[config.mk]
export PLATFORM = sky130hd
export DESIGN_NAME = wildcard_glob_matcher_top
export DESIGN_NICKNAME = d
export VERILOG_FILES = /design/src/rtl/wgm_pkg.sv /design/src/rtl/wgm_closure.sv /design/src/rtl/wgm_decode.sv /design/src/rtl/wgm_cell.sv /design/src/rtl/wildcard_glob_matcher_top.sv
export SDC_FILE = /design/constraint.sdc
export NUM_CORES = 2
export LEC_CHECK = 0
export ABC_AREA = 1
export ABC_CLOCK_PERIOD_IN_PS = 6900
export BUFFER_PORTS_ARGS = -buffer_cell sky130_fd_sc_hd__buf_2
export CAP_MARGIN = 0
export CELL_PAD_IN_SITES_DETAIL_PLACEMENT = 1
export CELL_PAD_IN_SITES_GLOBAL_PLACEMENT = 1
export CORE_MARGIN = 2
export CORE_UTILIZATION = 30
export CTS_CLUSTER_DIAMETER = 60
export DETAILED_ROUTE_END_ITERATION = 10
export PLACE_DENSITY_LB_ADDON = 0.1
export SYNTH_ARGS = -nofsm -noshare
export SYNTH_HDL_FRONTEND = slang
export SYNTH_SLANG_ARGS = --single-unit
[constraint.sdc]
create_clock -name clk -period 6.9 [get_ports clk]
set_input_delay 1.38 -clock clk [delete_from_list [all_inputs] [get_ports clk]]
set_output_delay 1.38 -clock clk [all_outputs]
set_load 0.03 [all_outputs]
[src/rtl/wgm_pkg.sv]
// Shared types, constants and helpers for the wildcard glob matcher.
package wgm_pkg;

	localparam int PATTERN_MAX = 32;
	localparam int POS_N = PATTERN_MAX + 1;
	localparam int POS_W = $clog2(POS_N);
	localparam int CL_LVLS = $clog2(POS_N);

	localparam logic [7:0] CH_STAR = 8'h2A;
	localparam logic [7:0] CH_ANY = 8'h3F;
	localparam logic [7:0] CH_ESC = 8'h5C;

	localparam logic [2:0] REG_PAT_A = 3'd0;
	localparam logic [2:0] REG_PAT_B = 3'd1;
	localparam logic [2:0] REG_PAT_C = 3'd2;
	localparam logic [2:0] REG_PAT_D = 3'd3;
	localparam logic [2:0] REG_LEN = 3'd4;

	typedef enum logic [2:0] {
		K_NONE,
		K_STAR,
		K_ANY,
		K_LIT,
		K_ESC
	} kind_t;

	typedef struct packed {
		kind_t kind;
		logic [7:0] lit_ch;
	} pat_cell_t;

	typedef struct packed {
		logic stay;
		logic step1;
		logic step2;
	} cell_link_t;

	function automatic logic [7:0] fold_case(input logic [7:0] c);
		if (c inside {[8'h41:8'h5A]}) begin
			return c + 8'h20;
		end
		return c;
	endfunction

endpackage

[src/rtl/wgm_closure.sv]
// Star closure: log-depth prefix spread of reached positions across star runs.
module wgm_closure import wgm_pkg::*; (
	input  logic [POS_N-1:0] set_in,
	input  logic [POS_N-1:0] prop,
	output logic [POS_N-1:0] set_out
);

	logic [POS_N-1:0] g_lvl [0:CL_LVLS];
	logic [POS_N-1:0] p_lvl [0:CL_LVLS];

	always_comb begin
		g_lvl[0] = set_in;
		p_lvl[0] = prop;
		for (int l = 0; l < CL_LVLS; l++) begin
			for (int j = 0; j < POS_N; j++) begin
				if (j >= (1 << l)) begin
					g_lvl[l+1][j] = g_lvl[l][j] | (p_lvl[l][j] & g_lvl[l][j - (1 << l)]);
					p_lvl[l+1][j] = p_lvl[l][j] & p_lvl[l][j - (1 << l)];
				end else begin
					g_lvl[l+1][j] = g_lvl[l][j];
					p_lvl[l+1][j] = p_lvl[l][j];
				end
			end
		end
	end

	// the last propagate level only feeds a fold of itself
	assign set_out = g_lvl[CL_LVLS] | (g_lvl[CL_LVLS] & p_lvl[CL_LVLS]);

endmodule

[src/rtl/wgm_decode.sv]
// Pattern decoder: classifies every pattern position, registered.
module wgm_decode import wgm_pkg::*; (
	input  logic                       clk,
	input  logic [PATTERN_MAX*8-1:0]   pattern,
	input  logic [5:0]                 pattern_length,
	output pat_cell_t [POS_N-1:0]      cells_q,
	output logic [POS_W-1:0]           len_q
);

	logic [PATTERN_MAX*8+7:0] pat_ext;
	logic [POS_W-1:0] len_used;
	pat_cell_t [POS_N-1:0] cells_d;

	assign pat_ext = {8'h00, pattern};
	assign len_used = (pattern_length > 6'(PATTERN_MAX)) ? POS_W'(PATTERN_MAX)
		: POS_W'(pattern_length);

	always_comb begin
		logic [7:0] b;
		logic [7:0] nb;
		for (int i = 0; i < POS_N; i++) begin
			cells_d[i].kind = K_NONE;
			cells_d[i].lit_ch = 8'h00;
		end
		for (int i = 0; i < PATTERN_MAX; i++) begin
			b = pat_ext[i*8 +: 8];
			nb = pat_ext[(i+1)*8 +: 8];
			cells_d[i].lit_ch = fold_case(b);
			if (POS_W'(i) < len_used) begin
				if (b == CH_STAR) begin
					cells_d[i].kind = K_STAR;
				end else if (b == CH_ANY) begin
					cells_d[i].kind = K_ANY;
				end else if (b == CH_ESC) begin
					// escape at the last position in use never matches
					if (POS_W'(i + 1) < len_used) begin
						cells_d[i].kind = K_ESC;
						cells_d[i].lit_ch = fold_case(nb);
					end
				end else begin
					cells_d[i].kind = K_LIT;
				end
			end
		end
	end

	always_ff @(posedge clk) begin
		cells_q <= cells_d;
		len_q <= len_used;
	end

endmodule

[src/rtl/wgm_cell.sv]
// One pattern position: holds its reached bit and hands moves to its neighbors.
module wgm_cell import wgm_pkg::*; (
	input  logic       clk,
	input  logic       arst_n,
	input  pat_cell_t  pat,
	input  logic [7:0] fchar,
	input  logic       restart,
	input  logic       start_bit,
	input  logic       load,
	input  logic       next_bit,
	output cell_link_t link
);

	logic act_q;
	logic eff;
	logic hit;

	assign eff = restart ? start_bit : act_q;
	assign hit = (pat.lit_ch == fchar);

	always_comb begin
		link = '0;
		case (pat.kind)
			K_STAR: link.stay = eff;
			K_ANY:  link.step1 = eff;
			K_LIT:  link.step1 = eff & hit;
			K_ESC:  link.step2 = eff & hit;
			default: link = '0;
		endcase
	end

	always_ff @(posedge clk or negedge arst_n) begin
		if (!arst_n) begin
			act_q <= 1'b0;
		end else if (load) begin
			act_q <= next_bit;
		end
	end

endmodule

[src/rtl/wildcard_glob_matcher_top.sv]
// Top level of the wildcard glob matcher: APB pattern registers, cell row, result register.
//
// The block tests a name, streamed one byte per transfer on the char channel, against a
// wildcard pattern of up to 32 bytes held in APB registers ('*' any run, '?' one
// character, backslash makes the next byte literal, letters compare case-insensitively).
// A row of 33 cells, one per pattern position, holds the set of reached positions; every
// accepted byte moves the whole set one step, and a log-depth star closure completes it in
// the same cycle, so one byte is taken every clock. The transfer carrying last_char
// produces one result transfer (matched) and returns the row to the start set. Non-last
// bytes never wait on the result side; a last byte waits only while a previous result is
// still held and not being taken. After reset and after each register write the char
// channel drops ready while the decode registers and then the start-set register settle;
// a write also drops any name in progress. Registers sit at byte address 8*i: pattern
// bytes 0-7, 8-15, 16-23, 24-31 (byte 0 in the low bits), then the pattern length.
module wildcard_glob_matcher_top import wgm_pkg::*; (
	input  logic        clk,
	input  logic        arst_n,
	// APB configuration port
	input  logic        psel,
	input  logic        penable,
	input  logic        pwrite,
	input  logic [5:0]  paddr,
	input  logic [63:0] pwdata,
	output logic [63:0] prdata,
	output logic        pready,
	// name byte channel
	input  logic        char_valid,
	output logic        char_ready,
	input  logic [7:0]  char_code,
	input  logic        last_char,
	// result channel
	output logic        result_valid,
	input  logic        result_ready,
	output logic        matched
);

	logic [63:0] pat_a_q;
	logic [63:0] pat_b_q;
	logic [63:0] pat_c_q;
	logic [63:0] pat_d_q;
	logic [5:0]  plen_q;

	logic [2:0] reg_idx;
	logic       cfg_wr;
	logic [1:0] settle_q;
	logic       restart_q;
	logic [POS_N-1:0] start_q;
	logic       out_valid_q;
	logic       matched_s1;

	pat_cell_t [POS_N-1:0] cells;
	logic [POS_W-1:0] len_q;
	cell_link_t [POS_N-1:0] links;
	logic [POS_N-1:0] star_prop;
	logic [POS_N-1:0] raw_next;
	logic [POS_N-1:0] closed_next;
	logic [POS_N-1:0] start_set;
	logic [7:0] fchar;
	logic char_fire;

	// ---------------- configuration registers ----------------
	assign pready = 1'b1;
	assign reg_idx = paddr[5:3];
	assign cfg_wr = psel & penable & pwrite & pready &
		(reg_idx == REG_PAT_A || reg_idx == REG_PAT_B || reg_idx == REG_PAT_C ||
		 reg_idx == REG_PAT_D || reg_idx == REG_LEN);

	always_ff @(posedge clk or negedge arst_n) begin
		if (!arst_n) begin
			pat_a_q <= '0;
			pat_b_q <= '0;
			pat_c_q <= '0;
			pat_d_q <= '0;
			plen_q <= '0;
		end else if (cfg_wr) begin
			case (reg_idx)
				REG_PAT_A: pat_a_q <= pwdata;
				REG_PAT_B: pat_b_q <= pwdata;
				REG_PAT_C: pat_c_q <= pwdata;
				REG_PAT_D: pat_d_q <= pwdata;
				REG_LEN:   plen_q <= pwdata[5:0];
				default: ;
			endcase
		end
	end

	always_comb begin
		case (reg_idx)
			REG_PAT_A: prdata = pat_a_q;
			REG_PAT_B: prdata = pat_b_q;
			REG_PAT_C: prdata = pat_c_q;
			REG_PAT_D: prdata = pat_d_q;
			REG_LEN:   prdata = {58'd0, plen_q};
			default:   prdata = '0;
		endcase
	end

	// ---------------- pattern decode and start set ----------------
	wgm_decode u_decode (
		.clk            (clk),
		.pattern        ({pat_d_q, pat_c_q, pat_b_q, pat_a_q}),
		.pattern_length (plen_q),
		.cells_q        (cells),
		.len_q          (len_q)
	);

	// a star at position j-1 carries a reached bit on to position j
	always_comb begin
		star_prop[0] = 1'b0;
		for (int j = 1; j < POS_N; j++) begin
			star_prop[j] = (cells[j-1].kind == K_STAR);
		end
	end

	wgm_closure u_start_closure (
		.set_in  (POS_N'(1)),
		.prop    (star_prop),
		.set_out (start_set)
	);

	// settle: decode registers, then start set, before bytes may enter
	always_ff @(posedge clk or negedge arst_n) begin
		if (!arst_n) begin
			settle_q <= 2'd2;
		end else if (cfg_wr) begin
			settle_q <= 2'd2;
		end else if (settle_q != 2'd0) begin
			settle_q <= settle_q - 2'd1;
		end
	end

	always_ff @(posedge clk) begin
		start_q <= start_set;
	end

	// ---------------- cell row ----------------
	assign char_ready = (settle_q == 2'd0) & (~last_char | ~out_valid_q | result_ready);
	assign char_fire = char_valid & char_ready;
	assign fchar = fold_case(char_code);

	for (genvar i = 0; i < POS_N; i++) begin : g_cell
		wgm_cell u_cell (
			.clk       (clk),
			.arst_n    (arst_n),
			.pat       (cells[i]),
			.fchar     (fchar),
			.restart   (restart_q),
			.start_bit (start_q[i]),
			.load      (char_fire),
			.next_bit  (closed_next[i]),
			.link      (links[i])
		);
	end

	// gather each position's moves: stay on a star, one step, or two past an escape
	always_comb begin
		for (int j = 0; j < POS_N; j++) begin
			raw_next[j] = links[j].stay;
			if (j >= 1) begin
				raw_next[j] = raw_next[j] | links[j-1].step1;
			end
			if (j >= 2) begin
				raw_next[j] = raw_next[j] | links[j-2].step2;
			end
		end
	end

	wgm_closure u_step_closure (
		.set_in  (raw_next),
		.prop    (star_prop),
		.set_out (closed_next)
	);

	// return to the start set after the last byte of a name or a register write
	always_ff @(posedge clk or negedge arst_n) begin
		if (!arst_n) begin
			restart_q <= 1'b1;
		end else if (cfg_wr) begin
			restart_q <= 1'b1;
		end else if (char_fire) begin
			restart_q <= last_char;
		end
	end

	// ---------------- result register ----------------
	always_ff @(posedge clk or negedge arst_n) begin
		if (!arst_n) begin
			out_valid_q <= 1'b0;
		end else if (char_fire & last_char) begin
			out_valid_q <= 1'b1;
		end else if (result_ready) begin
			out_valid_q <= 1'b0;
		end
	end

	always_ff @(posedge clk) begin
		if (char_fire & last_char) begin
			matched_s1 <= closed_next[len_q];
		end
	end

	assign result_valid = out_valid_q;
	assign matched = matched_s1;

	// ---------------- assertions ----------------
	// no byte may enter right after a write, before the new start set exists
	assert property (@(posedge clk) disable iff (!arst_n) cfg_wr |=> !char_fire)
		else $error("byte accepted before pattern settled");

	// a last byte always leaves a result behind
	assert property (@(posedge clk) disable iff (!arst_n)
		(char_fire & last_char) |=> result_valid)
		else $error("last byte produced no result");

	// a last byte is never taken over a held result that is not leaving
	assert property (@(posedge clk) disable iff (!arst_n)
		(result_valid & !result_ready) |-> !(char_fire & last_char))
		else $error("result overwritten");

	// the reached set never extends past the end of the pattern
	assert property (@(posedge clk) disable iff (!arst_n)
		(settle_q == 2'd0) |-> (((closed_next >> len_q) >> 1) == '0))
		else $error("position reached beyond pattern length");

endmodule
==> flow_metrics.tcl <==
set metrics [dict create \
    run_status "finished clean" \
    hold_path_depth 2 \
    core_area_mm2 0.120 \
    synth_compound_area_share_pct 14.0 \
    fin_skew_ns 0.0340 \
    async_flop_share_pct 43.3 \
    grt_max_degree 116 \
    setup.worst_path.start "paddr[4]" \
    cts-buffers-inserted 96 \
    fp-row-count 127 \
    start_util_pct 30.2 \
    finalCritPeriodShare_pct 77.6 \
    min-delay-start "g_cell[5].u_cell.act_q" \
    post-place-cells 6791 \
    endpoint_kind "output pin" \
    rsz0062_at_grt "no" \
    dpl_cell_area_mm2 0.0387 \
    ys_ff_latch 688 \
    htreeDepth 3 \
    drive_above_1_share_pct 9.53 \
    yosysSeqAreaShare_pct 42.3 \
    design_area_mm2 0.0421 \
    hold_violations 0 \
    cts_hold_buf 0 \
    final_common_cell "nand2_1" \
    synth_edf_count 1 \
    postCtsSetupBuffers 0 \
    yosys-mux-area-fraction_pct 0.748 \
    hold_slack_ns 0.482 \
    grt_pass1_vias 35400 \
    irDropWorstVdd_mv 0.233 \
    final_cell_mix "nand2_1 (1185), inv_1 (853), o21ai_0 (557), dfxtp_1 (389), nor2_1 (381)" \
    rr_startpoint "restart_q" \
    die_y_um 351 \
    dr.pass1.iters 5 \
    die_x_um 351 \
    synth-adder-area-share_pct 1.18 \
    syn_nets 5258 \
    synth_cell_types 61 \
    slew_headroom_pct 9.13 \
    cts_tree "yes" \
    max_freq_mhz 187 \
    clock_latency_ns 0.73 \
    powerDensity_mw_per_mm2 359 \
    syn2layout_area_growth_pct 16.6 \
    setup_viol 0 \
    grtUsageTotal_pct 28.8 \
    synth_top_family_by_area "simple AND/OR/NAND/NOR gates" \
    stdcell_count 6981 \
    rr_worst_depth 21 \
    ioPinCount 154 \
    cp_cell_sequence "buf_2 > inv_1 > nor3_2 > buf_4 > inv_2 > buf_4 > o22ai_1 > a21oi_1 > o21ai_0 > buf_2" \
    final_util_pct 35.2 \
    crit_fanout 34 \
    drtIter0Drc 2667 \
    hold_path_class "flip-flop to flip-flop" \
    layout.nets 5397 \
    crit_type "primary input to output pin" \
    clock_sinks 688 \
    worst_pin_slew_ns 1.33 \
    synth_xor_area_share_pct 2.08 \
    synth_area_mm2 0.0361 \
    clockRootBuffer "clkbuf_16" \
    drv_slew 0 \
    grt_pass1_wl_mm 254 \
    fin_setup_tns_ns 0 \
    hpwl_mm 138 \
    vias_per_cell 5.13 \
    globalplace.congestion 0.937 \
    p_leak_nw 19.4 \
    cp_slowest_cell "inv_2" \
    drc 0 \
    startpoint_type "primary input" \
    fin_crit_ns 5.35 \
    wl_per_cell_um 25.6 \
    antenna_found_initial 12 \
    cts_resized 0 \
    design.die.area_mm2 0.123 \
    worstPathArrival_ns 3.97 \
    required_ns 5.52 \
    clkTransAtPathRegs_ns 0.05 \
    num_vias 35800 \
    clk_path_buf_depth 3 \
    portBuffers 149 \
    ys_warn_count 0 \
    wl_mm 179 \
    avgSynthCellArea_um2 7.03 \
    slowest_delay_ns 0.61 \
    synthCells 5138 \
    yosys.area_share.simple_pct 28.4 \
    synth-main-ff-cell "dfxtp_1" \
    gr-total-overflow 0 \
    maxCapViolCount 0 \
    ant_nets 0 \
]
## worst paths after layout
path / endpoint / slack [ns]
max: prdata[37] / 1.55
min: g_cell[5].u_cell.act_q / 0.48
max reg2reg: matched / 2.07
min reg2reg: g_cell[5].u_cell.act_q / 0.48
max in group asynchronous: pat_c_q[22] / 5.01
min in group asynchronous: pat_a_q[58] / 0.66
## cells in the mapped netlist, types with 25 or more instances
cell type,count,area (um^2)
nand2_2,25,156
or2_2,62,388
nand3_1,290,1450
ha_1,34,425
xnor2_1,76,666
nand4_1,106,663
nand2_1,1189,4460
clkbuf_1,109,409
a21oi_1,159,796
o22ai_1,67,419
buf_2,28,140
inv_1,855,3210
nor4_1,72,450
nor3_1,163,816
dfrtp_1,296,7410
nor2_1,382,1430
mux2i_1,27,270
dfxtp_1,389,7790
o21ai_0,557,2790
## worst max-delay path: cells and delay by family
family	cells	cell delay, ns
AOI/OAI and AO/OA	3	0.60
and+or+nand+nor	1	0.04
buffers and inverters	6	1.87
## final cells by class
cell class	instances	area, um^2
Fill cell	14800	77500
Multi-Input combinational cell	3407	16800
Sequential cell	688	15300
Inverter	877	3300
Clock buffer	133	2790
Tap cell	1612	2020
Timing Repair Buffer	207	1270
Clock inverter	48	628
Antenna cell	9	22.5
## flip-flops by register name (all words and copies together), names as in the netlist
signal	count
pat_b_q	64
pat_c_q	64
restart_q	1
start_q	31
u_decode.len_q	6
pat_a_q	64
result_valid	1
settle_q	2
plen_q	6
matched	1
g_cell.u_cell.act_q	32
pat_d_q	64
u_decode.cells_q	352
## metrics by stage
step,setup WS [ns],power (W)
floorplan,2.38,0.00783
global placement,1.40,0.00974
detailed placement,1.36,0.00981
CTS,1.59,0.0152
global route,1.48,0.0159
finish,1.55,0.0151
## layer usage
metal	wire length [um]	global-route usage [%]
met1	81700	39.8
met2	81600	46.5
met3	9180	3.45
met4	6100	9.26
met5	0	0
## cell families after synthesis
family	Yosys count
buf+inv	1043
simple gates	2340
mux	27
fa+ha+maj	34
flops	688
other cells	2
xor+xnor	86
compound gates	918
## where the power goes
part	internal, W	switching [W]
Clock	0.00323	0.00209
Sequential	0.00484	0.000915
Combinational	0.00115	0.00289
Total	0.00922	0.00590
No activity file was read; power rests on OpenSTA's default activity.
